===== config.mk =====
export PLATFORM = sky130hd
export DESIGN_NAME = sorted_priority_queue_core
export DESIGN_NICKNAME = d
export VERILOG_FILES = /design/src/spq_pkg.sv /design/src/spq_cell.sv /design/src/sorted_priority_queue_core.sv
export SDC_FILE = /design/constraint.sdc
export NUM_CORES = 1
export LEC_CHECK = 0
export ABC_AREA = 1
export BUFFER_PORTS_ARGS = -buffer_cell sky130_fd_sc_hd__buf_2
export CORE_ASPECT_RATIO = 1.4
export CORE_MARGIN = 2
export CORE_UTILIZATION = 58
export DETAILED_ROUTE_END_ITERATION = 7
export PLACE_DENSITY = 0.72
export SLEW_MARGIN = 20
export SYNTH_ARGS = -nofsm -noshare
export SYNTH_HDL_FRONTEND = slang
export SYNTH_SLANG_ARGS = --single-unit

===== constraint.sdc =====
create_clock -name aclk -period 4.7 [get_ports aclk]
set_input_delay 0.47 -clock aclk [delete_from_list [all_inputs] [get_ports aclk]]
set_output_delay 0.47 -clock aclk [all_outputs]
set_load 0.02 [all_outputs]

===== src/spq_pkg.sv =====
// Package with the sizes, codes and shared type of the sorted priority queue.
`timescale 1ns / 1ps
`default_nettype none

package spq_pkg;

    localparam int CAPACITY = 16;
    localparam int VAL_W    = 16;
    localparam int CNT_W    = $clog2(CAPACITY + 1);
    localparam int OCC_W    = 5;
    localparam int STAT_W   = 2;

    localparam logic KIND_INSERT = 1'b0;
    localparam logic KIND_REMOVE = 1'b1;

    localparam logic [STAT_W-1:0] ST_DONE  = 2'd0;
    localparam logic [STAT_W-1:0] ST_FULL  = 2'd1;
    localparam logic [STAT_W-1:0] ST_EMPTY = 2'd2;

    // Operation broadcast to every cell of the chain.
    typedef struct packed {
        logic             ins;
        logic             rem;
        logic [VAL_W-1:0] value;
    } spq_ctrl_t;

endpackage

`default_nettype wire


===== src/spq_cell.sv =====
// One slot of the sorted chain: holds an entry and shifts it with its neighbours.
`timescale 1ns / 1ps
`default_nettype none

module spq_cell (
    input  wire                       aclk,
    input  spq_pkg::spq_ctrl_t        ctrl,
    input  wire                       occupied,
    input  wire                       left_keep,
    input  wire [spq_pkg::VAL_W-1:0]  left_entry,
    input  wire [spq_pkg::VAL_W-1:0]  right_entry,
    output logic [spq_pkg::VAL_W-1:0] entry,
    output logic                      keep
);

    logic [spq_pkg::VAL_W-1:0] entry_reg;
    logic [spq_pkg::VAL_W-1:0] entry_next;

    // An entry equal to the new value stays ahead of it, so equal values leave oldest first.
    assign keep  = occupied && (entry_reg >= ctrl.value);
    assign entry = entry_reg;

    always_comb begin
        entry_next = entry_reg;
        if (ctrl.ins) begin
            if (!keep) begin
                entry_next = left_keep ? ctrl.value : left_entry;
            end
        end else if (ctrl.rem) begin
            entry_next = right_entry;
        end
    end

    always_ff @(posedge aclk) begin
        entry_reg <= entry_next;
    end

endmodule

`default_nettype wire


===== src/sorted_priority_queue_core.sv =====
// Top level of the sorted priority queue: cell chain, fill count and result register.
//
// Input beats carry one operation: s_tuser is the kind (insert or remove largest)
// and s_tdata the value to insert. Every accepted beat gives exactly one result
// beat on the master side: m_tdata holds the removed value and the occupancy
// after the operation, m_tuser the valid flag of the removed value and a status
// (done, insert rejected because full, remove on empty).
// The entries sit in a row of cells in descending order, front in cell 0. All
// cells compare against the new value at once and shift together, so each operation
// is registered at acceptance and the result appears in the cycle after acceptance.
// Throughput is one beat per cycle while the receiver takes each result.
// Reset clears the fill count and the result valid flag; the cell contents are
// left as they are and are never read until written.
// When the receiver stalls, the result waits in the output register and
// s_tready falls until it is taken, so no result is lost.
`timescale 1ns / 1ps
`default_nettype none

module sorted_priority_queue_core (
    input  wire         aclk,
    input  wire         aresetn,
    input  wire         s_tvalid,
    output logic        s_tready,
    input  wire  [15:0] s_tdata,   // value[15:0]
    input  wire  [0:0]  s_tuser,   // kind[0]
    output logic        m_tvalid,
    input  wire         m_tready,
    output logic [23:0] m_tdata,   // removed_value[15:0], occupancy[20:16], zero[23:21]
    output logic [2:0]  m_tuser    // removed_valid[0], status[2:1]
);

    localparam int N = spq_pkg::CAPACITY;

    logic [spq_pkg::CNT_W-1:0] count_reg;
    logic [spq_pkg::CNT_W-1:0] count_next;
    logic                      m_tvalid_reg;
    logic [spq_pkg::VAL_W-1:0] rvalue_reg;
    logic [spq_pkg::VAL_W-1:0] rvalue_next;
    logic                      rvalid_reg;
    logic                      rvalid_next;
    logic [spq_pkg::STAT_W-1:0] status_reg;
    logic [spq_pkg::STAT_W-1:0] status_next;
    logic [spq_pkg::OCC_W-1:0] occ_reg;

    logic               accept;
    logic               full;
    logic               empty;
    spq_pkg::spq_ctrl_t ctrl;

    logic [spq_pkg::VAL_W-1:0] cell_entry [N];
    logic                      cell_keep  [N];

    assign s_tready = !m_tvalid_reg || m_tready;
    assign accept   = s_tvalid && s_tready;
    assign full     = (count_reg == spq_pkg::CNT_W'(N));
    assign empty    = (count_reg == '0);

    assign ctrl.ins   = accept && (s_tuser[0] == spq_pkg::KIND_INSERT) && !full;
    assign ctrl.rem   = accept && (s_tuser[0] == spq_pkg::KIND_REMOVE) && !empty;
    assign ctrl.value = s_tdata;

    genvar i;
    generate
        for (i = 0; i < N; i++) begin : g_cell
            logic                      occupied;
            logic                      left_keep;
            logic [spq_pkg::VAL_W-1:0] left_entry;
            logic [spq_pkg::VAL_W-1:0] right_entry;

            assign occupied = (spq_pkg::CNT_W'(i) < count_reg);

            if (i == 0) begin : g_front
                assign left_keep  = 1'b1;
                assign left_entry = '0;
            end else begin : g_mid
                assign left_keep  = cell_keep[i-1];
                assign left_entry = cell_entry[i-1];
            end

            if (i == N - 1) begin : g_back
                assign right_entry = '0;
            end else begin : g_notback
                assign right_entry = cell_entry[i+1];
            end

            spq_cell u_cell (
                .aclk        (aclk),
                .ctrl        (ctrl),
                .occupied    (occupied),
                .left_keep   (left_keep),
                .left_entry  (left_entry),
                .right_entry (right_entry),
                .entry       (cell_entry[i]),
                .keep        (cell_keep[i])
            );
        end
    endgenerate

    always_comb begin
        count_next  = count_reg;
        rvalue_next = '0;
        rvalid_next = 1'b0;
        status_next = spq_pkg::ST_DONE;
        if (s_tuser[0] == spq_pkg::KIND_INSERT) begin
            if (full) begin
                status_next = spq_pkg::ST_FULL;
            end else begin
                count_next = count_reg + 1'b1;
            end
        end else begin
            if (empty) begin
                status_next = spq_pkg::ST_EMPTY;
            end else begin
                count_next  = count_reg - 1'b1;
                rvalue_next = cell_entry[0];
                rvalid_next = 1'b1;
            end
        end
    end

    always_ff @(posedge aclk) begin
        if (!aresetn) begin
            count_reg    <= '0;
            m_tvalid_reg <= 1'b0;
        end else begin
            if (accept) begin
                count_reg    <= count_next;
                m_tvalid_reg <= 1'b1;
            end else if (m_tready) begin
                m_tvalid_reg <= 1'b0;
            end
        end
    end

    always_ff @(posedge aclk) begin
        if (accept) begin
            rvalue_reg <= rvalue_next;
            rvalid_reg <= rvalid_next;
            status_reg <= status_next;
            occ_reg    <= spq_pkg::OCC_W'(count_next);
        end
    end

    assign m_tvalid = m_tvalid_reg;
    assign m_tdata  = {3'b000, occ_reg, rvalue_reg};
    assign m_tuser  = {status_reg, rvalid_reg};

endmodule

`default_nettype wire

# After elaboration in Yosys (flattened, before gate mapping)
# Index checks and enable logic that the tools add are counted.
# W data, S select, Z words.
[classes]
n_addsub = 2
n_lt_le_gt_ge = 32
n_eq_ne = 17
muxes = 72
n_bitwise = 1
reduce_logical = 45
[ops]
columns = ["operator", "count"]
rows = [
  ["$mux W16", 63],
  ["$ge A16 B16 Y1", 16],
  ["$lt A4 B5 Y1 const A", 8],
  ["$ne A2 B2 Y1 const B", 16],
  ["$reduce_and A2 Y1", 16],
  ["$logic_and A1 B1 Y1", 21],
  ["$lt A3 B5 Y1 const A", 4],
  ["$mux W5", 3],
  ["$lt A1 B5 Y1 const A", 2],
  ["$lt A2 B5 Y1 const A", 2],
  ["$add A5 B1 Y5 const B", 1],
  ["$eq A5 B5 Y1 const B", 1],
  ["$logic_not A5 Y1", 1],
  ["$sub A5 B1 Y5 const B", 1],
  ["$mux W1", 4],
  ["$mux W2", 2],
  ["$reduce_bool A2 Y1", 2],
  ["$logic_not A1 Y1", 3],
  ["$reduce_or A2 Y1", 1],
  ["$logic_or A1 B1 Y1", 1],
  ["$not A1 Y1", 1],
]
[totals]
register_bits = 286
inputBits = 21
out_inout_bits = 29
word_cells = 191

# Depth between registers and ports, before layout
[logic_depth]
ltp_word = 7
ltp_mapped = 16

# Hierarchy
# A second synthesis with hierarchy kept.
[unflattened]
hier_cells = 2738
area_unflattened_um2 = 21333.0
[by_module_without_submodules]
columns = ["module", "n_inst", "cells_each", "area_per_inst_um2", "seq_area_each_um2"]
rows = [
  ["spq_cell", 16, 160, 1234.9, 480.5],
  ["sorted_priority_queue_core", 1, 178, 1574.0, 840.8],
]

# Worst setup path after synthesis
# OpenSTA, ideal clock, no wires.
[synth_timing]
kind = "input -> register"
from = "input s_tdata[9]"
to = "register g_cell[14].u_cell.entry_reg (netlist bit g_cell[14].u_cell.entry[0]) (enable)"
arrival_ps = 3091
required_time_ps = 4289
setup_slack_ps = 1198
stages = 11
n_path_buf = 0
path_cell_list = "inv_1 ha_1 nand2_1 inv_1 o21bai_1 nand2_1 a21oi_1 nand3_1 nand2_1 inv_1 o21ai_0"
[synth_between]
elab_chain_len = 4
[synth_rtl]
columns = ["element", "line", "source"]
rows = [
  ["start, declared", "sorted_priority_queue_core.sv:24", "input wire [15:0] s_tdata,"],
  ["$ge A16 B16 Y1", "spq_cell.sv:20", "assign keep = occupied && (entry_reg >= ctrl.value);"],
  ["$logic_and A1 B1 Y1", "spq_cell.sv:20", ""],
  ["$ne A2 B2 Y1 (no line)", "--", ""],
  ["$reduce_and A2 Y1 (no line)", "--", ""],
  ["end signal, assigned", "spq_cell.sv:35", "entry_reg <= entry_next;"],
  ["end, declared", "spq_cell.sv:16", "logic [spq_pkg::VAL_W-1:0] entry_reg;"],
]
# No other way between the ends.
# A chain may end at the register's enable or synchronous reset.

# Worst setup path in the final report
[layout_timing]
from = "register count_reg[0] in the netlist's numbering"
to = "register g_cell[0].u_cell.entry_reg (netlist bit g_cell[0].u_cell.entry[15]) (data pin)"
[layout_between]
elab_chain_len = 4
[layout_rtl]
columns = ["element", "line", "source"]
rows = [
  ["start, declared", "sorted_priority_queue_core.sv:34", "logic [spq_pkg::CNT_W-1:0] count_reg;"],
  ["start signal, assigned", "sorted_priority_queue_core.sv:127", "count_reg <= count_next;"],
  ["$eq A5 B5 Y1", "sorted_priority_queue_core.sv:55", "assign full = (count_reg == spq_pkg::CNT_W'(N));"],
  ["$logic_not A1 Y1", "sorted_priority_queue_core.sv:58", "assign ctrl.ins = accept && (s_tuser[0] == spq_pkg::KIND_INSERT) && !full;"],
  ["$logic_and A1 B1 Y1", "sorted_priority_queue_core.sv:58", ""],
  ["$mux W16", "spq_cell.sv:25", "if (ctrl.ins) begin"],
  ["named net g_cell[0].u_cell.entry_next (one bit)", "spq_cell.sv:17", "logic [spq_pkg::VAL_W-1:0] entry_next;"],
  ["end signal, assigned", "spq_cell.sv:35", ""],
  ["end, declared", "spq_cell.sv:16", ""],
]
# The timed path passes the listed nets, and every way through them passes these cells.

==> out/results.tsv <==
metric	value	unit
grt_pass1_wl	106.8	mm
clk_pin_slew	0.06	ns
power_frac_seq	42.8	%
synthArstFlopShare	0	%
p_sw_share	35.04	%
clockBufferDepth	3	
hold_violations	0	
synth_ff_type	edfxtp_1	
grt_overflow	0	
cts_inserted_buffers	31	
critical_path_class	reg2reg	
yosys_warnings	0	
core	35810	um^2
hp-class	in2reg	
synth_cells	2817	
largest_reg_flops	256	
grt_pass1_vias	19120	
die_h	229.7	um
crit_arrival	4.06	ns
port_buffers	46	
routed_wl	70.41	mm
fin_nets	3146	
period_minus_slack	3.662	ns
fin_cells	3353	
cp.required	5.10	ns
setup_viol	0	
p_sw	2.924	mW
num_antenna_cells	0	
crit_buf_inv	3	
hpwl	50.71	mm
fin_tns_setup	0	ns
drtIter0Drc	1837	
gp_congestion	0.9647	
clkPwrFrac	29.8	%
die_x	165.3	um
fillers	3214	
clockRootBuffer	clkbuf_16	
crit_path_frequent_cell	nor2_4	
htreeDepth	1	
crit_fanout	15	
num_vias	19130	
postCtsHoldBufs	0	
min_period_over_period	77.91	%
path_cells	clkinv_1 -> ha_1 -> inv_1 -> nor2_4 -> nand3_2 -> nand2_2 -> nor2_4 -> buf_12 -> nand2_1 -> o21ai_0	
critPathSlowestCell	nand2_1	
ys_ff_latch	286	
dieArea	37970	um^2
synth_top_area_share	39.82	%
ys_top_cells_by_count	nand2_1 (1,421), inv_1 (347), edfxtp_1 (280), ha_1 (259), a21oi_1 (124)	
cts_tree	built	
internal_power	5.421	mW
critPathCaptureType	register	
num_rows	82	
critPathMaxStageDelay	0.74	ns
yosys.cell_types.count	36	
area_growth	8.741	%
met1_usage	42.90	%
slew_headroom	17.92	%
start_kind	register	
cap_violations	0	
rsz0062_at_grt	false	
wire_per_inst	21.00	um
clock_latency	0.61	ns
antenna_found_initial	0	
synth_edf_count	280	
p_comb_share	27.4	%
met3_usage	6.566	%
vias_per_cell	5.704	
post-route-drc-count	0	
path_delay_family	simple AND/OR/NAND/NOR gates	
io-pin-count	50	
cts_resized	0	
fin_util	64.12	%
postCtsSetupRepairBufs	0	
fmax	273.1	MHz
skew	0.03846	ns
syn_area_per_cell	7.495	um^2
netlist_area	21110	um^2
dp.cells	3295	
synth.most_common_cell	nand2_1	
grtUsageTotal	37.51	%
vdd_drop_max	0.3028	mV
pwr_density_cell	363.5	nW/um^2
firstDrtPassIters	8	
synth_area_leader_cell	edfxtp_1	
ant_nets	0	
initial_core_util	58.96	%
report.final.slew_viol_count	0	
cts.sinks	286	
tightestPinTransition	1.228	ns
netlist_top_cells_area	edfxtp_1 (40%), nand2_1 (25%), ha_1 (15%)	
grt_max_degree	108	
grt_use_met2	61.56	%
status	complete, no violations	
p_leak	13.28	nW
p_total	8.345	mW
top_usage_layer	met2	
drive_gt1_share	5.915	%
ys_seq_area_share	40.39	%
==> through the flow <==
stage	cell area (um^2)	hold slack (ns)	worst slack (ns)
3_3_place_gp	21970	0.4910	1.065
6_report	22960	0.2011	1.038
4_1_cts	22960	0.1927	1.073
5_1_grt	22960	0.2334	0.8394
2_1_floorplan	21120	0.5197	1.198
3_5_place_dp	21970	0.5225	0.9876
==> placed cells by master, fill, tap and decap left out, types with 2 or more instances in the layout <==
master / count
nand2_1: 1421
inv_1: 347
edfxtp_1: 280
ha_1: 259
a21oi_1: 124
nor2_1: 81
nand3_1: 50
o21ai_0: 48
buf_4: 48
buf_2: 46
clkbuf_16: 31
nand4_1: 28
o21bai_1: 27
a21boi_0: 12
clkbuf_1: 12
nand2_4: 9
nand2_2: 8
buf_12: 8
dfxtp_1: 6
clkinv_1: 5
clkinv_2: 5
nor3_1: 4
inv_2: 3
o21a_1: 3
conb_1: 3
bufinv_16: 3
xor2_1: 2
nor2_4: 2
nor2_2: 2
inv_6: 2
o31ai_1: 2
o21ai_1: 2
==> final timing paths <==
kind                      from                    endpoint  slack, ns  cells after the start
hold reg to reg       m_tvalid                    m_tvalid       0.52                      2
setup reg to reg  count_reg[0]  g_cell[0].u_cell.entry[15]       1.04                     10
setup / recovery  count_reg[0]  g_cell[0].u_cell.entry[15]       1.04                     10
hold / removal        m_tready                    m_tvalid       0.20                      4
==> power groups by stage <==
stage | sequential [mW] | clock, mW | combinational, mW
after floorplan | 3.49 | 0 | 1.57
after global placement | 3.61 | 0 | 2.15
after detailed placement | 3.61 | 0 | 2.23
after CTS | 3.56 | 2.49 | 2.25
after global routing | 3.59 | 2.58 | 2.59
final | 3.57 | 2.49 | 2.28
==> logic make-up after synthesis <==
group	Yosys count	share of synthesized area, %
compound gates	221	5.808
xor+xnor	3	0.1245
fa+ha+maj	259	15.35
buf+inv	440	8.534
flops	286	40.39
other cells	1	0.01776
simple gates	1607	29.77
==> per-layer routing <==
layer	wire length [um]	vias to the layer above
met5	0	-
met4	6731	0
met3	5704	340
met2	32760	964
met1	25220	8772
li1	-	9050
==> worst register-to-register path, delay by kind of cell (launching register included) <==
family	cells	cell delay, ns
adder cells (fa/ha/maj)	1	0.29
buffers and inverters	3	0.65
AO/OA/AOI/OAI	1	0.45
flip-flops	1	0.48
AND/OR/NAND/NOR	5	1.60
==> area by class of cell <==
class	instances	area [um^2]	share of cell area, %
Clock buffer	44	834.6	3.635
Clock inverter	14	150.1	0.6540
Inverter	352	1326	5.777
Multi-Input combinational cell	2093	10790	47.00
Sequential cell	286	8528	37.15
Tap cell	462	578.1	2.518
Timing Repair Buffer	102	750.7	3.270
Power figures use the tool's default switching activity.
